File: config.mk
export PLATFORM = sky130hd
export DESIGN_NAME = mfb_mask
export DESIGN_NICKNAME = d
export VERILOG_FILES = /design/src/rtl/mfb_pkg.sv /design/src/rtl/mfb_mask.sv
export SDC_FILE = /design/constraint.sdc
export NUM_CORES = 1
export LEC_CHECK = 0
export BUFFER_PORTS_ARGS = -buffer_cell sky130_fd_sc_hd__buf_2
export CORE_MARGIN = 5
export CORE_UTILIZATION = 58
export DETAILED_ROUTE_END_ITERATION = 10
export GPL_ROUTABILITY_DRIVEN = 0
export PLACE_DENSITY_LB_ADDON = 0.12
export SLEW_MARGIN = 30
export SYNTH_ARGS = -nofsm -noshare
export SYNTH_HDL_FRONTEND = slang
export SYNTH_SLANG_ARGS = --single-unit
export TNS_END_PERCENT = 50
File: constraint.sdc
create_clock -name vclk -period 7.1
set_clock_uncertainty 0.2 [all_clocks]
set_input_delay 1.42 -clock vclk [all_inputs]
set_output_delay 1.42 -clock vclk [all_outputs]
set_load 0.05 [all_outputs]
File: src/rtl/mfb_pkg.sv
`timescale 1ns / 1ps
// ----------------------------------------------------------------------------
// mfb_pkg
// Shared constants, types and codes of the monochrome framebuffer draw engine.
// ----------------------------------------------------------------------------
package mfb_pkg;

  localparam int SCREEN_WIDTH  = 128;
  localparam int SCREEN_HEIGHT = 64;
  localparam int ROW_BYTES     = (SCREEN_WIDTH + 7) / 8;
  localparam int STORE_SIZE    = ROW_BYTES * SCREEN_HEIGHT;
  localparam int ADDR_W        = $clog2(STORE_SIZE);

  localparam int IN_DATA_W  = 80;
  localparam int OUT_DATA_W = 16;

  typedef enum logic [2:0] {
    K_CLEAR   = 3'd0,
    K_PIXEL   = 3'd1,
    K_OUTLINE = 3'd2,
    K_FILL    = 3'd3,
    K_BITMAP  = 3'd4,
    K_READ    = 3'd5
  } kind_t;

  typedef enum logic [2:0] {
    S_INIT,
    S_IDLE,
    S_SWEEP,
    S_RD,
    S_WR,
    S_DONE
  } state_t;

  typedef struct packed {
    logic [2:0] kind;
    logic [7:0] x0;
    logic [7:0] y0;
    logic [7:0] x1;
    logic [7:0] y1;
    logic       pixel_value;
    logic [7:0] bitmap_byte;
    logic [7:0] image_width;
    logic [7:0] image_row;
    logic [4:0] byte_col;
    logic       invert;
    logic [9:0] read_index;
  } cmd_t;

  // per-byte write plan from the mask unit
  typedef struct packed {
    logic              en;
    logic [7:0]        mask;
    logic [7:0]        value;
    logic              clip;
    logic [ADDR_W-1:0] addr;
  } mask_t;

endpackage

File: src/rtl/mfb_mask.sv
`timescale 1ns / 1ps
// ----------------------------------------------------------------------------
// mfb_mask
// Works out which bits of one framebuffer byte a command touches, their
// values, the byte address for single-byte commands and the clip flag.
// ----------------------------------------------------------------------------
module mfb_mask (
  input  logic [2:0]      kind,
  input  mfb_pkg::cmd_t   cmd,
  input  logic [7:0]      row,
  input  logic [4:0]      col,
  input  logic            pass,
  output mfb_pkg::mask_t  plan
);

  logic [7:0]  y_bm;
  logic [7:0]  xb;
  logic [4:0]  tc;
  logic [7:0]  x_sw;
  logic [7:0]  xi;
  logic [7:0]  colb;
  logic        in_x;
  logic        in_y;
  logic        on;
  logic        px_on;
  logic [13:0] a_px;
  logic [13:0] a_bm;

  always_comb begin
    y_bm  = cmd.y0 + cmd.image_row;
    xb    = cmd.x0 + {cmd.byte_col, 3'b000};
    tc    = xb[7:3] + {4'b0000, pass};
    px_on = ({1'b0, cmd.x0} < 9'(mfb_pkg::SCREEN_WIDTH)) &&
            ({1'b0, cmd.y0} < 9'(mfb_pkg::SCREEN_HEIGHT));
    a_px  = 14'(cmd.y0) * 14'(mfb_pkg::ROW_BYTES) + 14'(cmd.x0[7:3]);
    a_bm  = 14'(y_bm) * 14'(mfb_pkg::ROW_BYTES) + 14'(tc);
    in_y  = (cmd.y0 <= row) && (row <= cmd.y1);
    plan  = '0;
    x_sw  = '0;
    xi    = '0;
    colb  = '0;
    in_x  = 1'b0;
    on    = 1'b0;
    case (kind) inside
      mfb_pkg::K_CLEAR: begin
        plan.mask = 8'hFF;
      end
      mfb_pkg::K_FILL, mfb_pkg::K_OUTLINE: begin
        plan.value = 8'hFF;
        for (int i = 0; i < 8; i++) begin
          x_sw = {col, 3'(i)};
          in_x = (cmd.x0 <= x_sw) && (x_sw <= cmd.x1);
          on   = {1'b0, x_sw} < 9'(mfb_pkg::SCREEN_WIDTH);
          if (kind == mfb_pkg::K_FILL) begin
            plan.mask[i] = on && in_x && in_y;
          end else begin
            plan.mask[i] = on &&
              (((cmd.x0 <= cmd.x1) && in_x && ((row == cmd.y0) || (row == cmd.y1))) ||
               ((cmd.y0 <= cmd.y1) && in_y && ((x_sw == cmd.x0) || (x_sw == cmd.x1))));
          end
        end
      end
      mfb_pkg::K_PIXEL: begin
        plan.en    = px_on;
        plan.clip  = !px_on;
        plan.mask  = px_on ? (8'h01 << cmd.x0[2:0]) : 8'h00;
        plan.value = cmd.pixel_value ? 8'hFF : 8'h00;
        plan.addr  = mfb_pkg::ADDR_W'(a_px);
      end
      mfb_pkg::K_BITMAP: begin
        for (int i = 0; i < 8; i++) begin
          colb = {cmd.byte_col, 3'(i)};
          xi   = xb + 8'(i);
          on   = ({1'b0, xi} < 9'(mfb_pkg::SCREEN_WIDTH)) &&
                 ({1'b0, y_bm} < 9'(mfb_pkg::SCREEN_HEIGHT));
          if (colb < cmd.image_width) begin
            if (!on) begin
              plan.clip = 1'b1;
            end else if (xi[7:3] == tc) begin
              plan.mask[xi[2:0]]  = 1'b1;
              plan.value[xi[2:0]] = cmd.bitmap_byte[7-i] ^ cmd.invert;
            end
          end
        end
        plan.en   = |plan.mask;
        plan.addr = mfb_pkg::ADDR_W'(a_bm);
      end
      default: begin
        plan = '0;
      end
    endcase
  end

endmodule

==> flow_metrics.py <==
metrics = {
    "power": {
        "power_frac_comb_pct": 100.0,
        "power.internal_w": 0.000198,
        "share_clk_of_total_power_pct": 0,
        "p_leak_nw": 2.65,
        "design_power_total_w": 0.000542,
        "switching_power_w": 0.000344,
        "power_switching_share_pct": 63.5,
        "vdd_ir_drop_max_mv": 0.0554,
        "seq_power_share_pct": 0,
        "power_density_mw_per_mm2": 89.0,
    },
    "global_route": {
        "grt-ovfl-total": 0,
        "global_route.usage.total_pct": 32.1,
        "grt_pass1_wl_mm": 30.5,
        "grt_start_max_net_pins": 27,
        "grt_antenna_before_repair": 0,
        "grt_pass1_vias": 6415,
    },
    "placed_design": {
        "place_worst_setup_slack_ps": 94.4,
        "detailedPlacementHpwl_mm": 15.5,
        "buffer_ports.inserted": 108,
    },
    "detailed_routing": {
        "drt_wl_total_mm": 19.4,
        "routed_wire_length_per_instance_um": 19.3,
        "detail_route.first_pass.iterations": 8,
        "ant_nets": 0,
        "via_to_cell_ratio": 6.88,
        "drc_errors": 0,
        "drtIter0Drc": 718,
        "vias": 6905,
    },
    "synth": {
        "synth_area_per_cell_um2": 6.66,
        "synth_largest_type_area_fraction_pct": 18.2,
        "yosysWarningCount": 0,
        "postSynthNetCount": 955,
        "post-synth-top-area-cell": "sky130_fd_sc_hd__ha_1",
        "synthDistinctLibCells": 84,
        "synthCells": 784,
        "synth_sequential_area_ratio_pct": 0,
        "yosys-top-cells-area": "sky130_fd_sc_hd__ha_1, sky130_fd_sc_hd__a21oi_1, sky130_fd_sc_hd__nor2_1",
        "post_synthesis_instance_area_mm2": 0.00522,
    },
    "run_status": {
        "run_status": "completed",
    },
    "timing": {
        "final-max-slew-violation-count": 0,
        "finalHoldViolCount": 0,
        "maxSlewHeadroom_pct": 42.7,
        "timing.final.crit_share_pct": 98.5,
        "finalSetupViolCount": 0,
        "hold-worst-slack_ps": 3110,
        "final_worst_path_setup_slack_ps": 105,
        "max_slew.worst_pin.slew_ps": 852,
        "totalNegativeSetupSlack_ps": 0,
        "fmax_ghz": 0.143,
        "fin_crit_ps": 6990,
    },
    "finish": {
        "drive_gt1_share_pct": 20.8,
        "fin_nets": 1069,
        "postLayoutCoreUtil_pct": 69.4,
        "seqCellArea_um2": 0,
        "num_antenna_cells": 0,
        "seq_cell_count": 0,
        "syn2layout_area_growth_pct": 16.5,
        "nClkBuffers": 0,
    },
    "floorplanning": {
        "initial_utilization_pct": 59.6,
        "core_area_mm2": 0.00876,
        "row_count": 34,
        "fp.dieArea_mm2": 0.0110,
        "pin_count": 121,
        "chipWidth_um": 105,
        "fp.dieH_um": 105,
    },
    "setup_path": {
        "required_ps": 5480,
        "worst_setup_path_end_kind": "output pin",
        "crit_arrival_ps": 5370,
        "crit_path_max_fanout": 7,
        "criticalPathCategory": "input port to output pin",
        "cp-start-kind": "input port",
    },
    "run": {
        "maxCapViolCount": 0,
    },
    "hold_path": {
        "hold_path_class": "input port to output pin",
    },
    "clock_network": {
        "holdBufCountCts": 0,
    },
}
[cell type report]
cell class | count | area (um^2)
timing repair buffer | 149 | 851
tap | 108 | 135
inverter | 53 | 199
multi-input combinational | 694 | 4900
fill | 794 | 2680
[cell usage after synthesis, types with 5 or more instances]
master                      count
sky130_fd_sc_hd__a31oi_1       10
sky130_fd_sc_hd__nor2b_1       15
sky130_fd_sc_hd__or2_2          5
sky130_fd_sc_hd__ha_1          76
sky130_fd_sc_hd__xor2_1         9
sky130_fd_sc_hd__a21boi_0       6
sky130_fd_sc_hd__o32ai_1       10
sky130_fd_sc_hd__nand2_1       66
sky130_fd_sc_hd__o21ai_0       35
sky130_fd_sc_hd__o221ai_1      11
sky130_fd_sc_hd__and2_1         5
sky130_fd_sc_hd__o22ai_1       18
sky130_fd_sc_hd__a211oi_1       9
sky130_fd_sc_hd__clkbuf_1      16
sky130_fd_sc_hd__o21a_1         9
sky130_fd_sc_hd__or3_1          7
sky130_fd_sc_hd__a2111oi_0      5
sky130_fd_sc_hd__o21ai_1        6
sky130_fd_sc_hd__buf_2         11
sky130_fd_sc_hd__nand4_1       13
sky130_fd_sc_hd__nand3_1       32
sky130_fd_sc_hd__nor2_1        73
sky130_fd_sc_hd__inv_1         53
sky130_fd_sc_hd__nor3_1        24
sky130_fd_sc_hd__o211ai_1      10
sky130_fd_sc_hd__nor4_1         7
sky130_fd_sc_hd__nand2b_1      17
sky130_fd_sc_hd__and3_1         6
sky130_fd_sc_hd__a21o_1         9
sky130_fd_sc_hd__a21oi_1       72
sky130_fd_sc_hd__mux2i_1        8
sky130_fd_sc_hd__xnor2_1       29
[worst paths after layout]
path / start / endpoint / slack, ps / depth (start not counted)
worst max-delay path: cmd[11] / plan[27] / 110 / 15
worst min-delay path: cmd[71] / plan[3] / 3110 / 4
[power by group through the flow]
stage,sequential [W],clock (W),combinational [W]
2_1_floorplan,0,0,0.000366
6_report,0,0,0.000542
3_5_place_dp,0,0,0.000516
5_1_grt,0,0,0.000585
3_3_place_gp,0,0,0.000502
4_1_cts,0,0,0.000519
[per-layer routing]
layer  wire (um)  global-route usage, %
met1        7590                   43.1
met2        8760                   53.1
met3        2200                   3.95
met4         823                   10.8
met5           0                      0
[timing repair]
action	CTS	global route
setup endpoints to repair	0	12
resized for setup	0	11
setup buffers	0	4
[cells by family after synthesis]
kind of cell             share of synthesized area, %
AO/OA/AOI/OAI                                    34.2
multiplexers                                     2.18
XOR/XNOR                                         7.84
adder cells (fa/ha/maj)                          19.0
AND/OR/NAND/NOR                                  29.6
buffers and inverters                            7.19
[stage by stage]
step,cells,instance area (um^2)
final,1004,6080
after global routing,1004,6080
after CTS,1000,6010
after detailed placement,1000,6010
after global placement,1000,6000
after floorplan,784,5230
[cells in the final DEF, fill, tap and decap left out, types with 29 or more instances in the layout]
cell type	netlist	routed
sky130_fd_sc_hd__buf_4	4	42
sky130_fd_sc_hd__a21oi_1	72	72
sky130_fd_sc_hd__nor2_1	73	73
sky130_fd_sc_hd__buf_2	11	107
sky130_fd_sc_hd__nand3_1	32	32
sky130_fd_sc_hd__inv_1	53	53
sky130_fd_sc_hd__o21ai_0	35	35
sky130_fd_sc_hd__ha_1	76	76
sky130_fd_sc_hd__nand2_1	66	66
sky130_fd_sc_hd__xnor2_1	29	29
[worst max-delay path, cell delays in order]
cell and delay (ps):
sky130_fd_sc_hd__buf_2 130, sky130_fd_sc_hd__ha_1 230, sky130_fd_sc_hd__fa_1 460, sky130_fd_sc_hd__ha_1 400, sky130_fd_sc_hd__xnor2_2 400, sky130_fd_sc_hd__a31oi_2 120, sky130_fd_sc_hd__mux2_2 300, sky130_fd_sc_hd__and3_1 220
sky130_fd_sc_hd__nand3_1 250, sky130_fd_sc_hd__o22ai_1 170, sky130_fd_sc_hd__a2111oi_1 490, sky130_fd_sc_hd__and4_1 260, sky130_fd_sc_hd__and4b_1 200, sky130_fd_sc_hd__o21ai_1 90, sky130_fd_sc_hd__buf_4 240
(Power assumes the default switching activity.)
